## config.mk

```make
export PLATFORM = sky130hd
export DESIGN_NAME = regex_infix_to_postfix_top
export DESIGN_NICKNAME = d
export VERILOG_FILES = /design/src/sv/rxp_pkg.sv /design/src/sv/rxp_stack_mem.sv /design/src/sv/rxp_out_stage.sv /design/src/sv/rxp_seq.sv /design/src/sv/regex_infix_to_postfix_top.sv
export SDC_FILE = /design/constraint.sdc
export NUM_CORES = 1
export LEC_CHECK = 0
export ABC_AREA = 1
export ABC_CLOCK_PERIOD_IN_PS = 2800
export BUFFER_PORTS_ARGS = -buffer_cell sky130_fd_sc_hd__buf_4
export CORE_MARGIN = 5
export CORE_UTILIZATION = 54
export CTS_BUF_LIST = sky130_fd_sc_hd__clkbuf_16
export DETAILED_ROUTE_END_ITERATION = 7
export HOLD_SLACK_MARGIN = 0.05
export PLACE_DENSITY = 0.79
export SKIP_LAST_GASP = 1
export SLEW_MARGIN = 15
export SYNTH_ARGS = -nofsm -noshare
export SYNTH_HDL_FRONTEND = slang
export SYNTH_SLANG_ARGS = --single-unit
```

## constraint.sdc

```tcl
create_clock -name clk -period 2.8 [get_ports clk]
set_input_delay 0.14 -clock clk [delete_from_list [all_inputs] [get_ports clk]]
set_output_delay 0.14 -clock clk [all_outputs]
set_load 0.01 [all_outputs]
```

## src/sv/rxp_pkg.sv

```systemverilog
// ---------------------------------------------------------------------------
// rxp_pkg
// Types, character codes and helpers shared by the regex to postfix block.
// ---------------------------------------------------------------------------
package rxp_pkg;

  typedef struct packed {
    logic [7:0] char_in;
    logic       is_final;
  } in_t;

  typedef struct packed {
    logic [7:0] sym_out;
    logic       sym_valid;
    logic       end_of_run;
    logic       expr_done;
    logic [2:0] err_code;
  } out_t;

  localparam logic [7:0] CH_STAR   = 8'h2A;
  localparam logic [7:0] CH_CAT    = 8'h26;
  localparam logic [7:0] CH_BAR    = 8'h7C;
  localparam logic [7:0] CH_LPAREN = 8'h28;
  localparam logic [7:0] CH_RPAREN = 8'h29;
  localparam logic [7:0] CH_A      = 8'h61;
  localparam logic [7:0] CH_Z      = 8'h7A;

  // stack entry codes, ordered by precedence
  localparam logic [1:0] OPC_LPAREN = 2'd0;
  localparam logic [1:0] OPC_ALT    = 2'd1;
  localparam logic [1:0] OPC_CAT    = 2'd2;
  localparam logic [1:0] OPC_STAR   = 2'd3;

  localparam logic [2:0] ERR_NONE     = 3'd0;
  localparam logic [2:0] ERR_OVERFLOW = 3'd1;
  localparam logic [2:0] ERR_UNM_CLOSE = 3'd2;
  localparam logic [2:0] ERR_UNM_OPEN = 3'd3;
  localparam logic [2:0] ERR_BAD_CHAR = 3'd4;

  // character classes
  localparam logic [2:0] CL_LETTER = 3'd0;
  localparam logic [2:0] CL_LPAREN = 3'd1;
  localparam logic [2:0] CL_RPAREN = 3'd2;
  localparam logic [2:0] CL_STAR   = 3'd3;
  localparam logic [2:0] CL_BAR    = 3'd4;
  localparam logic [2:0] CL_BAD    = 3'd5;

  function automatic logic [2:0] char_class(input logic [7:0] ch);
    logic [2:0] c;
    if (ch inside {[CH_A:CH_Z]}) c = CL_LETTER;
    else if (ch == CH_LPAREN)    c = CL_LPAREN;
    else if (ch == CH_RPAREN)    c = CL_RPAREN;
    else if (ch == CH_STAR)      c = CL_STAR;
    else if (ch == CH_BAR)       c = CL_BAR;
    else                         c = CL_BAD;
    return c;
  endfunction

  function automatic logic [7:0] op_char(input logic [1:0] code);
    logic [7:0] c;
    case (code)
      OPC_LPAREN: c = CH_LPAREN;
      OPC_ALT:    c = CH_BAR;
      OPC_CAT:    c = CH_CAT;
      default:    c = CH_STAR;
    endcase
    return c;
  endfunction

endpackage

```

## src/sv/rxp_stack_mem.sv

```systemverilog
// ---------------------------------------------------------------------------
// rxp_stack_mem
// Operator stack storage: one write port, one registered read port.
// ---------------------------------------------------------------------------
module rxp_stack_mem #(
  parameter int DEPTH = 16,
  localparam int AW = $clog2(DEPTH)
) (
  input  logic          clk,
  input  logic          wr_en,
  input  logic [AW-1:0] wr_addr,
  input  logic [1:0]    wr_data,
  input  logic          rd_en,
  input  logic [AW-1:0] rd_addr,
  output logic [1:0]    rd_data
);

  logic [1:0] mem [DEPTH];
  logic [1:0] rd_data_r;

  always_ff @(posedge clk) begin
    if (wr_en) begin
      mem[wr_addr] <= wr_data;
    end
  end

  always_ff @(posedge clk) begin
    if (rd_en) begin
      rd_data_r <= mem[rd_addr];
    end
  end

  assign rd_data = rd_data_r;

endmodule

```

## src/sv/rxp_out_stage.sv

```systemverilog
// ---------------------------------------------------------------------------
// rxp_out_stage
// Result output register; decouples the sequencer from out_stall.
// ---------------------------------------------------------------------------
module rxp_out_stage
  import rxp_pkg::*;
(
  input  logic clk,
  input  logic rst_n,
  input  logic push,
  input  out_t push_beat,
  output logic ready,
  output logic out_valid,
  input  logic out_stall,
  output out_t out_data
);

  logic out_valid_r, out_valid_nxt;
  out_t out_data_r;

  assign ready = !out_valid_r || !out_stall;

  always_comb begin
    out_valid_nxt = out_valid_r;
    if (ready) begin
      out_valid_nxt = push;
    end
  end

  always_ff @(posedge clk) begin
    if (!rst_n) begin
      out_valid_r <= 1'b0;
    end else begin
      out_valid_r <= out_valid_nxt;
    end
  end

  always_ff @(posedge clk) begin
    if (ready && push) begin
      out_data_r <= push_beat;
    end
  end

  assign out_valid = out_valid_r;
  assign out_data  = out_data_r;

endmodule

```

## src/sv/rxp_seq.sv

```systemverilog
// ---------------------------------------------------------------------------
// rxp_seq
// Shunting-yard sequencer: walks the operator stack through the memory,
// one entry per read/modify pass, and holds one result back so the last
// beat of each item can be tagged.
// ---------------------------------------------------------------------------
module rxp_seq
  import rxp_pkg::*;
#(
  parameter int DEPTH = 16,
  localparam int AW = $clog2(DEPTH),
  localparam int LW = $clog2(DEPTH + 1)
) (
  input  logic          clk,
  input  logic          rst_n,
  input  logic          in_valid,
  output logic          in_stall,
  input  in_t           in_data,
  output logic          oq_push,
  output out_t          oq_beat,
  input  logic          oq_ready,
  output logic          mem_wr_en,
  output logic [AW-1:0] mem_wr_addr,
  output logic [1:0]    mem_wr_data,
  output logic          mem_rd_en,
  output logic [AW-1:0] mem_rd_addr,
  input  logic [1:0]    mem_rd_data
);

  localparam logic [2:0] S_IDLE = 3'd0;
  localparam logic [2:0] S_ACT  = 3'd1;
  localparam logic [2:0] S_RD   = 3'd2;
  localparam logic [2:0] S_OP   = 3'd3;
  localparam logic [2:0] S_END  = 3'd4;

  localparam logic [1:0] PH_CONCAT = 2'd0;
  localparam logic [1:0] PH_MAIN   = 2'd1;
  localparam logic [1:0] PH_FLUSH  = 2'd2;

  localparam logic [1:0] LP_APPLY = 2'd0;
  localparam logic [1:0] LP_CLOSE = 2'd1;
  localparam logic [1:0] LP_FLUSH = 2'd2;

  localparam logic [LW-1:0] LVL_FULL = LW'(DEPTH);

  logic [2:0]    state_r, state_nxt;
  logic [1:0]    phase_r, phase_nxt;
  logic [1:0]    loop_r, loop_nxt;
  logic [1:0]    code_r, code_nxt;
  logic [2:0]    cls_r, cls_nxt;
  logic [7:0]    ch_r, ch_nxt;
  logic          fin_r, fin_nxt;
  logic [LW-1:0] level_r, level_nxt;
  logic          prev_r, prev_nxt;
  logic          any_r, any_nxt;
  logic          pend_v_r, pend_v_nxt;
  out_t          pend_r, pend_nxt;

  // per-cycle intent, applied only when any emit can proceed
  logic          i_emit, i_pop, i_push, i_adv, i_go;
  logic [1:0]    i_pcode;
  out_t          i_beat;
  logic [2:0]    i_state;
  logic          can_emit, lvl_nz, lvl_full;
  logic [LW-1:0] lvl_m1;
  logic [2:0]    in_cls;

  assign in_stall = (state_r != S_IDLE);
  assign lvl_nz   = (level_r != '0);
  assign lvl_full = (level_r >= LVL_FULL);
  assign lvl_m1   = level_r - 1'b1;
  assign can_emit = !pend_v_r || oq_ready;
  assign in_cls   = char_class(in_data.char_in);

  assign mem_rd_en   = (state_r == S_RD);
  assign mem_rd_addr = lvl_m1[AW-1:0];
  assign mem_wr_addr = level_r[AW-1:0];
  assign mem_wr_data = i_pcode;

  function automatic out_t mk_beat(input logic [7:0] s, input logic v, input logic [2:0] e);
    out_t b;
    b.sym_out    = s;
    b.sym_valid  = v;
    b.end_of_run = 1'b0;
    b.expr_done  = 1'b0;
    b.err_code   = e;
    return b;
  endfunction

  always_comb begin
    i_emit  = 1'b0;
    i_pop   = 1'b0;
    i_push  = 1'b0;
    i_adv   = 1'b0;
    i_pcode = code_r;
    i_beat  = mk_beat(8'h00, 1'b0, ERR_NONE);
    i_state = state_r;
    loop_nxt = loop_r;
    code_nxt = code_r;

    case (state_r)
      S_ACT: begin
        case (phase_r)
          PH_CONCAT: begin
            loop_nxt = LP_APPLY;
            code_nxt = OPC_CAT;
            i_state  = S_RD;
          end
          PH_FLUSH: begin
            loop_nxt = LP_FLUSH;
            i_state  = S_RD;
          end
          default: begin
            case (cls_r)
              CL_LETTER: begin
                i_emit = 1'b1;
                i_beat = mk_beat(ch_r, 1'b1, ERR_NONE);
                i_adv  = 1'b1;
              end
              CL_LPAREN: begin
                i_push  = 1'b1;
                i_pcode = OPC_LPAREN;
                i_adv   = 1'b1;
              end
              CL_RPAREN: begin
                loop_nxt = LP_CLOSE;
                i_state  = S_RD;
              end
              CL_STAR: begin
                loop_nxt = LP_APPLY;
                code_nxt = OPC_STAR;
                i_state  = S_RD;
              end
              CL_BAR: begin
                loop_nxt = LP_APPLY;
                code_nxt = OPC_ALT;
                i_state  = S_RD;
              end
              default: begin
                i_emit = 1'b1;
                i_beat = mk_beat(8'h00, 1'b0, ERR_BAD_CHAR);
                i_adv  = 1'b1;
              end
            endcase
          end
        endcase
      end
      S_RD: begin
        i_state = S_OP;
      end
      S_OP: begin
        case (loop_r)
          LP_APPLY: begin
            if (lvl_nz && (mem_rd_data >= code_r)) begin
              i_emit  = 1'b1;
              i_beat  = mk_beat(op_char(mem_rd_data), 1'b1, ERR_NONE);
              i_pop   = 1'b1;
              i_state = S_RD;
            end else begin
              i_push  = 1'b1;
              i_pcode = code_r;
              i_adv   = 1'b1;
            end
          end
          LP_CLOSE: begin
            if (lvl_nz && (mem_rd_data != OPC_LPAREN)) begin
              i_emit  = 1'b1;
              i_beat  = mk_beat(op_char(mem_rd_data), 1'b1, ERR_NONE);
              i_pop   = 1'b1;
              i_state = S_RD;
            end else if (!lvl_nz) begin
              i_emit = 1'b1;
              i_beat = mk_beat(8'h00, 1'b0, ERR_UNM_CLOSE);
              i_adv  = 1'b1;
            end else begin
              // matching open paren is dropped
              i_pop = 1'b1;
              i_adv = 1'b1;
            end
          end
          default: begin
            if (lvl_nz) begin
              i_emit  = 1'b1;
              i_beat  = (mem_rd_data == OPC_LPAREN) ?
                        mk_beat(8'h00, 1'b0, ERR_UNM_OPEN) :
                        mk_beat(op_char(mem_rd_data), 1'b1, ERR_NONE);
              i_pop   = 1'b1;
              i_state = S_RD;
            end else begin
              i_adv = 1'b1;
            end
          end
        endcase
      end
      default: begin
      end
    endcase

    // a push onto a full stack becomes an overflow error
    if (i_push && lvl_full) begin
      i_emit = 1'b1;
      i_beat = mk_beat(8'h00, 1'b0, ERR_OVERFLOW);
    end
    i_go = !i_emit || can_emit;
  end

  assign mem_wr_en = i_go && i_push && !lvl_full;

  always_comb begin
    state_nxt  = state_r;
    phase_nxt  = phase_r;
    cls_nxt    = cls_r;
    ch_nxt     = ch_r;
    fin_nxt    = fin_r;
    level_nxt  = level_r;
    prev_nxt   = prev_r;
    any_nxt    = any_r;
    pend_v_nxt = pend_v_r;
    pend_nxt   = pend_r;
    oq_push    = 1'b0;
    oq_beat    = pend_r;

    case (state_r)
      S_IDLE: begin
        if (in_valid) begin
          ch_nxt    = in_data.char_in;
          fin_nxt   = in_data.is_final;
          cls_nxt   = in_cls;
          any_nxt   = 1'b0;
          phase_nxt = (prev_r && (in_cls == CL_LETTER || in_cls == CL_LPAREN)) ?
                      PH_CONCAT : PH_MAIN;
          state_nxt = S_ACT;
        end
      end
      S_END: begin
        if (fin_r && !any_r) begin
          // empty final: lone marker beat
          if (oq_ready) begin
            oq_push            = 1'b1;
            oq_beat            = mk_beat(8'h00, 1'b0, ERR_NONE);
            oq_beat.end_of_run = 1'b1;
            oq_beat.expr_done  = 1'b1;
            level_nxt          = '0;
            prev_nxt           = 1'b0;
            state_nxt          = S_IDLE;
          end
        end else if (pend_v_r) begin
          if (oq_ready) begin
            oq_push            = 1'b1;
            oq_beat.end_of_run = 1'b1;
            oq_beat.expr_done  = fin_r;
            pend_v_nxt         = 1'b0;
            if (fin_r) begin
              level_nxt = '0;
              prev_nxt  = 1'b0;
            end
            state_nxt = S_IDLE;
          end
        end else begin
          state_nxt = S_IDLE;
        end
      end
      default: begin
        if (i_go) begin
          state_nxt = i_state;
          if (i_emit) begin
            oq_push    = pend_v_r;
            pend_nxt   = i_beat;
            pend_v_nxt = 1'b1;
            any_nxt    = 1'b1;
          end
          if (i_pop) begin
            level_nxt = lvl_m1;
          end else if (i_push && !lvl_full) begin
            level_nxt = level_r + 1'b1;
          end
          if (i_adv) begin
            case (phase_r)
              PH_CONCAT: begin
                phase_nxt = PH_MAIN;
                state_nxt = S_ACT;
              end
              PH_MAIN: begin
                prev_nxt  = (cls_r == CL_LETTER) || (cls_r == CL_STAR) ||
                            (cls_r == CL_RPAREN);
                phase_nxt = PH_FLUSH;
                state_nxt = fin_r ? S_ACT : S_END;
              end
              default: begin
                state_nxt = S_END;
              end
            endcase
          end
        end
      end
    endcase
  end

  always_ff @(posedge clk) begin
    if (!rst_n) begin
      state_r  <= S_IDLE;
      level_r  <= '0;
      prev_r   <= 1'b0;
      pend_v_r <= 1'b0;
      any_r    <= 1'b0;
      phase_r  <= PH_MAIN;
      loop_r   <= LP_APPLY;
    end else begin
      state_r  <= state_nxt;
      level_r  <= level_nxt;
      prev_r   <= prev_nxt;
      pend_v_r <= pend_v_nxt;
      any_r    <= any_nxt;
      phase_r  <= phase_nxt;
      loop_r   <= loop_nxt;
    end
  end

  always_ff @(posedge clk) begin
    code_r <= code_nxt;
    cls_r  <= cls_nxt;
    ch_r   <= ch_nxt;
    fin_r  <= fin_nxt;
    pend_r <= pend_nxt;
  end

endmodule

```

## src/sv/regex_infix_to_postfix_top.sv

```systemverilog
// Each output beat waits in a hold-back register until the next is formed or the item ends,
//   then passes to the output register; a new input beat is taken only while idle.
// Each stack probe reads the stack memory through its registered read port (S_RD), then
//   updates (S_OP); there is one probe per pop plus the one that ends the search; an
//   implicit concat and a final flush each add a pass, and out_stall can hold the flow.
// Reset (rst_n low, synchronous) clears level, flags, sequencer and output register.
// ---------------------------------------------------------------------------
// regex_infix_to_postfix_top
// Regex infix to postfix converter with implicit concatenation insertion.
// ---------------------------------------------------------------------------
module regex_infix_to_postfix_top
  import rxp_pkg::*;
#(
  parameter int STACK_DEPTH = 16
) (
  input  logic clk,
  input  logic rst_n,
  input  logic in_valid,
  output logic in_stall,
  input  in_t  in_data,
  output logic out_valid,
  input  logic out_stall,
  output out_t out_data
);

  localparam int AW = $clog2(STACK_DEPTH);

  logic          oq_push, oq_ready;
  out_t          oq_beat;
  logic          mem_wr_en, mem_rd_en;
  logic [AW-1:0] mem_wr_addr, mem_rd_addr;
  logic [1:0]    mem_wr_data, mem_rd_data;

  rxp_seq #(.DEPTH(STACK_DEPTH)) u_seq (
    .clk        (clk),
    .rst_n      (rst_n),
    .in_valid   (in_valid),
    .in_stall   (in_stall),
    .in_data    (in_data),
    .oq_push    (oq_push),
    .oq_beat    (oq_beat),
    .oq_ready   (oq_ready),
    .mem_wr_en  (mem_wr_en),
    .mem_wr_addr(mem_wr_addr),
    .mem_wr_data(mem_wr_data),
    .mem_rd_en  (mem_rd_en),
    .mem_rd_addr(mem_rd_addr),
    .mem_rd_data(mem_rd_data)
  );

  rxp_stack_mem #(.DEPTH(STACK_DEPTH)) u_stack (
    .clk    (clk),
    .wr_en  (mem_wr_en),
    .wr_addr(mem_wr_addr),
    .wr_data(mem_wr_data),
    .rd_en  (mem_rd_en),
    .rd_addr(mem_rd_addr),
    .rd_data(mem_rd_data)
  );

  rxp_out_stage u_out (
    .clk      (clk),
    .rst_n    (rst_n),
    .push     (oq_push),
    .push_beat(oq_beat),
    .ready    (oq_ready),
    .out_valid(out_valid),
    .out_stall(out_stall),
    .out_data (out_data)
  );

endmodule

```

==> results of run 1 <==
-- layer usage --
layer / up-vias / wire (microns) / share of wire (%)
met2: 128 / 4770 / 49
met5: - / 0 / 0
met1: 1639 / 4090 / 42
li1: 1695 / - / -
met3: 31 / 569 / 5.8
met4: 0 / 369 / 3.8
-- final timing paths --
check,depth (start not counted),start,end
min reg2reg,2,u_seq.phase_r[1],u_seq.phase_r[1]
max reg2reg,11,u_stack.rd_data[0],u_seq.pend_r[8]
max,11,u_stack.rd_data[0],u_seq.pend_r[8]
min,3,rst_n,u_out.out_valid
-- worst register-to-register path, stage by stage, from the launching register on --
cell and delay, ns:
edfxtp_1 0.44, inv_1 0.16, ha_1 0.25, nand2_1 0.06, nand3_1 0.11, nand2_2 0.13
nand3_4 0.10, nand2_1 0.10, nand2_2 0.06, nand3_2 0.11, nand3_1 0.10, inv_1 0.35
-- synthesized netlist by cell type, types with 2 or more instances --
cell type	n	share of area (%)
o211ai_1	5	0.82
a21oi_1	11	1.2
nand4_1	6	0.82
nor3_4	2	0.71
inv_1	69	5.7
xnor2_1	2	0.38
nand3_2	5	1.1
nand2_1	72	5.9
xor2_1	4	0.77
o21ai_0	35	3.8
inv_2	5	0.41
nand2_2	4	0.55
nand3_4	2	0.77
nor3_1	3	0.33
ha_1	13	3.6
nand3b_1	2	0.33
buf_4	2	0.33
a21oi_2	2	0.38
dfxtp_1	16	7.0
nor2_1	77	6.3
edfxtp_1	74	49
nor2_8	2	0.88
buf_2	2	0.22
o22ai_1	6	0.82
clkbuf_1	3	0.25
buf_6	2	0.49
nand2_4	3	0.74
o221ai_1	4	0.77
nor2_2	2	0.27
nand3_1	33	3.6
-- layout by cell type (no fill, tap or decap), drive strengths merged --
master / netlist / final
nand4: 6 / 6
dlygate4sd3: 0 / 9
inv: 74 / 76
dfxtp: 16 / 16
o22ai: 6 / 6
o31ai: 1 / 1
xor2: 4 / 4
edfxtp: 74 / 74
o21ai: 36 / 36
nor3: 5 / 5
clkinv: 2 / 4
ha: 13 / 13
nor3b: 1 / 1
a21oi: 14 / 14
clkinvlp: 0 / 2
nor2: 82 / 82
clkbuf: 3 / 9
xnor2: 2 / 2
o211ai: 5 / 5
nand3b: 2 / 2
nand2: 79 / 79
or2: 1 / 1
buf: 6 / 34
nand3: 40 / 40
nor4: 1 / 1
o211a: 1 / 1
o221ai: 4 / 4
-- report_power, final --
group	leakage [nW]	switching, mW	total (mW)	internal (mW)
clock network	0.126	0.498	1.10	0.598
registers	0.804	0.146	1.84	1.69
logic	1.27	1.11	1.64	0.532
-- layout make-up --
cell class	count	area share, %
sequential	90	48.5
multi-input combinational	303	31.8
timing repair buffer	43	6.59
inverter	76	5.47
clock buffer	9	4.30
tap	105	2.51
clock inverter	6	0.788
-- cell families (layout without fill, tap and decap cells) --
kind of cell	count (synthesis)	in the layout
AND/OR/NAND/NOR	217	217
XOR/XNOR	6	6
flip-flops	90	90
AO/OA/AOI/OAI	67	67
adder cells (fa/ha/maj)	13	13
buffers and inverters	85	134
-- what timing repair did --
action	4_1_cts	5_1_grt
hold buffers	9	0
gates resized for setup	0	0
endpoints found under the hold margin	9	0
-- flip-flops by register name, indices dropped and copies added, names as in the netlist --
register         flops
u_out.out_data      14
u_out.out_valid      1
u_seq.any_r          1
u_seq.ch_r           8
u_seq.cls_r          3
u_seq.code_r         2
u_seq.fin_r          1
u_seq.level_r        5
u_seq.loop_r         2
u_seq.pend_r        12
u_seq.pend_v_r       1
u_seq.phase_r        2
u_seq.prev_r         1
u_seq.state_r        3
u_stack.mem         32
u_stack.rd_data      2
==> reports/results.md, run 1 <==
- **most common flop cell mapped by yosys** edfxtp_1
- **placed instance area** 4880 sq um
- **DIE AREA** 10400 sq um
- **# setup viols final** 0
- **num ports** 29
- **number of buffers and inverters on the critical path** 2
- **placed insts** 608
- **Post-Route Hold Slack** 0.125 ns
- **standard-cell rows** 33
- **slowest cell on the critical path** edfxtp_1
- **average detailed-routed wire length per instance** 15.5 microns
- **maximum VDD drop** 0.000562 V
- **estimated wirelength of the detail-placed design** 6.96 mm
- **GRT met2 Usage** 33.4%
- **total area of multi-input combinational cells** 1670 sq um
- **total standard cell area after synthesis** 4560 sq um
- **final core utilization** 63.8%
- **clk root buf** clkbuf_16
- **Syn Inst Count** 478
- **register-to-register setup slack** 0.47 ns
- **Min-Delay Path Class** in -> reg
- **actual transition at the worst max-transition pin** 0.688 ns
- **DRC violations left** 0
- **post-synthesis net count** 504
- **final total power** 4.58 mW
- **Adder-Cell Fraction of Synth Area** 3.57%
- **Fill cells** 654
- **design area** 5240 sq um
- **iteration count of the initial detailed-routing pass** 5
- **post-placement worst setup slack** 0.464 ns
- **diode insertion count for antenna repair** 0
- **Seq/Total Area, Yosys** 55.8%
- **number of max-slew violations in the final report** 0
- **met3 Track Usage GR** 4.30%
- **family with the most delay on the worst path** simple AND/OR/NAND/NOR gates
- **area fraction in compound gates after synthesis** 8.79%
- **sum of negative setup slack** 0 ns
- **ratio of cells with drive above 1 in the final layout** 15.2%
- **post-route minimum period** 2.33 ns
- **area share of xor/xnor cells in the synthesized design** 1.15%
- **count of different cell masters after synthesis** 40
- **area of the core** 8220 sq um
- **Simple-Gate Fraction of Synth Area** 23.1%
- **die outline height** 102 microns
- **RePlAce Congestion** 0.915
- **filler-free cell count of the finished design** 632
- **layout net count** 549
- **dominant combinational cell family by area after synthesis** simple AND/OR/NAND/NOR gates
- **Rel. slew slack** 53.8%
- **CP Cell Sequence** inv_1 -> ha_1 -> nand2_1 -> nand3_1 -> nand2_2 -> nand3_4 -> nand2_1 -> nand2_2 -> nand3_2 -> nand3_1 -> inv_1
- **met1 capacity usage during global routing** 25.9%
- **unrepaired setup endpoints after global routing** false
- **timing-limited maximum frequency** 428 MHz
- **Clk pin slew, worst setup/hold paths** 0.06 ns
- **grt total ovfl** 0
- **initial core utilization** 55.4%
- **area taken by flip-flops and latches** 2540 sq um
- **WL final** 9.80 mm
- **vias in the first global route** 3512
- **maximum cell stage delay along the critical path** 0.44 ns
- **total vias in the final route** 3493
- **type of element launching the critical path** flip-flop
- **LEAKAGE** 2.20 nW
- **Skew-Pair Late Insertion Delay** 0.34 ns
- **final hold vios** 0
- **total clock buffers created by CTS** 9
- **maximum level of the CTS H-tree** 3
- **power density over the cells** 874 nW/um^2
- **count of flip-flops with a built-in enable after synthesis** 74
- **Max FO, Critical Path** 13
- **final setup skew** 0.0104 ns
- **post-CTS setup buffer count** 0
- **average size of a mapped cell** 9.53 sq um
- **maximum number of pins on one net before global-route repair** 21
- **arrival time reported for the critical path endpoint** 2.32 ns
- **number of synthesized register bits** 90
- **smallest setup slack after layout** 0.466 ns
- **maximum clock path buffer count** 2
- **Warnings, synthesis** 0
- **number of antenna violations at the first check in global routing** 0
- **category of the most critical setup path** reg -> reg
- **Avg Vias per Cell** 5.53
- **die extent in x** 102 microns
- **multiplexer share of the synthesized area** 0%
- **crit end category** flip-flop
- **final antenna-violating net count** 0
- **clock sinks** 90
- **total global-route track usage** 20.6%
- **layout-stage area growth over the synthesis result** 15.0%
- **global-route wire length before repair** 16.4 mm
- **violation count after the first detailed-routing iteration** 274
- **reported max-cap violation count** 0
- **asr flop ratio synth** 0%
- **run status** completed
- **PortBufs** 28
- **grt peak-use layer** met2
- **Worst Path Required** 2.78 ns
- **crit share post-route** 83.4%
- **CTS tree** yes
Note: power is estimated with default switching activity, not from simulation.
==> inputs of run 2 (changes only) <==
--- a/config.mk
+++ b/config.mk
@@ -5,8 +5,8 @@
 export SDC_FILE = /design/constraint.sdc
 export NUM_CORES = 1
 export LEC_CHECK = 0
-export ABC_AREA = 1
-export ABC_CLOCK_PERIOD_IN_PS = 2800
+export ABC_AREA = 0
+export ABC_CLOCK_PERIOD_IN_PS = 1900
 export BUFFER_PORTS_ARGS = -buffer_cell sky130_fd_sc_hd__buf_4
 export CORE_MARGIN = 5
 export CORE_UTILIZATION = 54
==> constraint.sdc (replaced) <==
create_clock -name clk -period 1.9 [get_ports clk]
set_input_delay 0.095 -clock clk [delete_from_list [all_inputs] [get_ports clk]]
set_output_delay 0.095 -clock clk [all_outputs]
set_load 0.01 [all_outputs]
==> run 2 against run 1 <==
Net effect: the run now ends with setup timing left; clock skew down 0.0043 ns; routed wire length up 36%; sequential share of layout area down 8.2 points; cell count down 4.7%; area after synthesis down 2.1%; via count up 7.3%; die area down 1.9%; critical path type unchanged; critical endpoint is now u_out.out_data[0]; highest routed layer unchanged.
==> reports/results.md, run 2 <==
- **Avg Vias per Cell** 6.22, was 5.53
- **run status** complete, but fails checks, was completed
- **global-route wire length before repair** 18.6 mm, was 16.4 mm
- **Largest Register** u_stack.mem, unchanged
- **maximum number of pins on one net before global-route repair** 19, was 21
- **arrival time reported for the critical path endpoint** 2.52 ns, was 2.32 ns
- **Warnings, synthesis** 0, unchanged
- **Seq/Total Area, Yosys** 57.0%, was 55.8%
- **number of antenna violations at the first check in global routing** 0, unchanged
- **PortBufs** 28, unchanged
- **violated checks** setup timing
- **grt total ovfl** 0, unchanged
- **final setup skew** 0.00616 ns, was 0.0104 ns
- **average detailed-routed wire length per instance** 22.2 microns, was 15.5 microns
- **total standard cell area after synthesis** 4460 sq um, was 4560 sq um
- **total global-route track usage** 24.3%, was 20.6%
- **number of synthesized register bits** 90, unchanged
- **Synth area leader** edfxtp_1, unchanged
- **maximum VDD drop** 0.000742 V, was 0.000562 V
- **top cell types by occurrence after synthesis** 74 x edfxtp_1, 32 x nand2_1, 27 x nor2_1, was 77 x nor2_1, 74 x edfxtp_1, 72 x nand2_1
- **final core utilization** 77.7%, was 63.8%
- **DRC violations left** 0, unchanged
- **Syn Inst Count** 368, was 478
- **count of different cell masters after synthesis** 60, was 40
- **post-synthesis net count** 394, was 504
- **Fill cells** 431, was 654
- **# setup viols final** 81, was 0
- **Worst Path Required** 1.96 ns, was 2.78 ns
- **RePlAce Congestion** 0.940, was 0.915
- **estimated wirelength of the detail-placed design** 7.25 mm, was 6.96 mm
- **actual transition at the worst max-transition pin** 0.603 ns, was 0.688 ns
- **LEAKAGE** 2.36 nW, was 2.20 nW
- **category of the most critical setup path** reg -> reg, unchanged
- **final hold vios** 0, unchanged
- **reported max-cap violation count** 0, unchanged
- **die outline height** 101 microns, was 102 microns
- **power density over the cells** 796 nW/um^2, was 874 nW/um^2
- **Rel. slew slack** 59.8%, was 53.8%
- **total vias in the final route** 3747, was 3493
- **initial core utilization** 54.8%, was 55.4%
- **leading cell types in the layout, fill and taps excluded** 102 x buf_4, 74 x edfxtp_1, 30 x nand2_1, 24 x nor2_1, 17 x and2_1, was 77 x nor2_1, 74 x edfxtp_1, 72 x nand2_1, 69 x inv_1
- **WL final** 13.3 mm, was 9.80 mm
- **average size of a mapped cell** 12.1 sq um, was 9.53 sq um
- **die extent in x** 101 microns, was 102 microns
- **crit end category** flip-flop, unchanged
- **layout net count** 518, was 549
- **asr flop ratio synth** 0%, unchanged
- **area of the core** 8130 sq um, was 8220 sq um
- **vias in the first global route** 3666, was 3512
- **count of flip-flops with a built-in enable after synthesis** 74, unchanged
- **sum of negative setup slack** -31.21 ns, was 0 ns
- **final antenna-violating net count** 0, unchanged
- **maximum clock path buffer count** 2, unchanged
- **Max FO, Critical Path** 12, was 13
- **standard-cell rows** 33, unchanged
- **DIE AREA** 10200 sq um, was 10400 sq um
- **layout-stage area growth over the synthesis result** 41.7%, was 15.0%
- **Post-Route Hold Slack** 0.128 ns, was 0.125 ns
- **Min-Delay Path Class** in -> reg, unchanged
- **total clock buffers created by CTS** 9, unchanged
- **top-count cell post-synth** edfxtp_1, was nor2_1
- **flip-flop count of the largest register after layout** 32, unchanged
- **CTS tree** yes, unchanged
- **type of element launching the critical path** flip-flop, unchanged
- **leading cell type in the layout, fill and taps excluded** buf_4, was nor2_1
- **most common flop cell mapped by yosys** edfxtp_1, unchanged
- **Clk pin slew, worst setup/hold paths** 0.07 ns, was 0.06 ns
- **dominant cells by area after synthesis** edfxtp_1 50%, dfxtp_1 7.2%, mux4_2 5.1%, was edfxtp_1 49%, dfxtp_1 7.0%, nor2_1 6.3%
- **final total power** 5.03 mW, was 4.58 mW
- **crit share post-route** 129%, was 83.4%
- **violation count after the first detailed-routing iteration** 354, was 274
- **clock sinks** 90, unchanged
- **unrepaired setup endpoints after global routing** true, was false
- **timing-limited maximum frequency** 407 MHz, was 428 MHz
- **maximum level of the CTS H-tree** 3, unchanged
- **smallest setup slack after layout** -0.557 ns, was 0.466 ns
- **num ports** 29, unchanged
- **ratio of cells with drive above 1 in the final layout** 44.1%, was 15.2%
- **clk root buf** clkbuf_16, unchanged
- **post-route minimum period** 2.46 ns, was 2.33 ns
- **Skew-Pair Late Insertion Delay** 0.35 ns, was 0.34 ns
- **iteration count of the initial detailed-routing pass** 5, unchanged
- **Synth top area share** 49.8%, was 48.8%
- **number of max-slew violations in the final report** 0, unchanged
- **diode insertion count for antenna repair** 0, unchanged
-- run 2: changes by cell type in the layout (fill, tap and decap cells not counted), moves of 6 or more --
| cell | before | now |
|---|---|---|
| and2_1 | 0 | 17 |
| and3_4 | 0 | 16 |
| buf_4 | 34 | 102 |
| buf_6 | 0 | 10 |
| inv_1 | 69 | 9 |
| mux2i_1 | 0 | 6 |
| mux4_2 | 0 | 10 |
| nand2_1 | 72 | 30 |
| nand3_1 | 33 | 6 |
| nor2_1 | 77 | 24 |
| nor2b_1 | 0 | 8 |
| o21ai_0 | 34 | 7 |
-- run 2: through the flow --
step / instance area, sq um / setup WS (ns) / instances
floorplan: 4570 / -0.719 / 368
global placement: 5350 / -0.610 / 558
detailed placement: 5350 / -0.677 / 558
CTS: 6130 / -0.476 / 595
global route: 6320 / -0.609 / 602
finish: 6320 / -0.557 / 602
-- run 2: path summary, 6_finish.rpt --
kind                    start           endpoint  slack, ns  depth (start not counted)
max          u_seq.level_r[0]  u_out.out_data[0]      -0.56                          9
min                  in_valid        u_seq.any_r       0.13                          4
max reg2reg  u_seq.level_r[0]  u_out.out_data[0]      -0.56                          9
min reg2reg      u_seq.prev_r       u_seq.prev_r       0.46                          2
-- run 2: kinds of logic after synthesis --
logic type,Yosys count,share of synthesized area (%)
multiplexers,17,6.65
AO/OA/AOI/OAI,68,11.6
flip-flops,90,57.0
AND/OR/NAND/NOR,148,17.6
adder cells (fa/ha/maj),13,3.65
buffers and inverters,29,2.89
XOR/XNOR,3,0.589
-- run 2: worst max-delay path, stage by stage, from the launching register on --
cell and delay [ns]:
dfxtp_4 0.36, inv_6 0.05, ha_4 0.11, or4b_4 0.48, a211o_1 0.32, o311a_4 0.14, o211ai_4 0.26, a41oi_4 0.17
clkinvlp_4 0.13, buf_12 0.14
-- run 2: cell type report --
| cell class | instances | area (sq um) | share of cell area, % |
|---|---|---|---|
| Timing Repair inverter | 1 | 7.51 | 0.119 |
| Multi-Input combinational cell | 249 | 2180 | 34.6 |
| Inverter | 15 | 68.8 | 1.09 |
| Timing Repair Buffer | 126 | 1060 | 16.8 |
| Tap cell | 105 | 131 | 2.08 |
| Clock inverter | 7 | 95.1 | 1.50 |
| Clock buffer | 9 | 225 | 3.56 |
| Sequential cell | 90 | 2550 | 40.3 |
-- run 2: per-layer routing --
metal / track usage (%) / share of wire [%] / vias to the layer above
met5: 0 / 0 / -
met4: 10.3 / 3.9 / 0
met3: 5.47 / 7.6 / 54
met2: 40.5 / 51 / 217
met1: 30.4 / 38 / 1823
li1: - / - / 1653
-- run 2: repair_timing --
action	CTS	global route
endpoints found under the hold margin	10	0
gates cloned	2	0
setup buffers	11	10
setup endpoints to repair	81	129
pin swaps	17	17
hold buffers	10	0
gates resized for setup	49	36
-- run 2: power by group --
group	switching, mW	internal, mW	total (mW)
Combinational	0.467	0.412	0.879
Clock	0.847	1.06	1.91
Sequential	0.0436	2.20	2.24
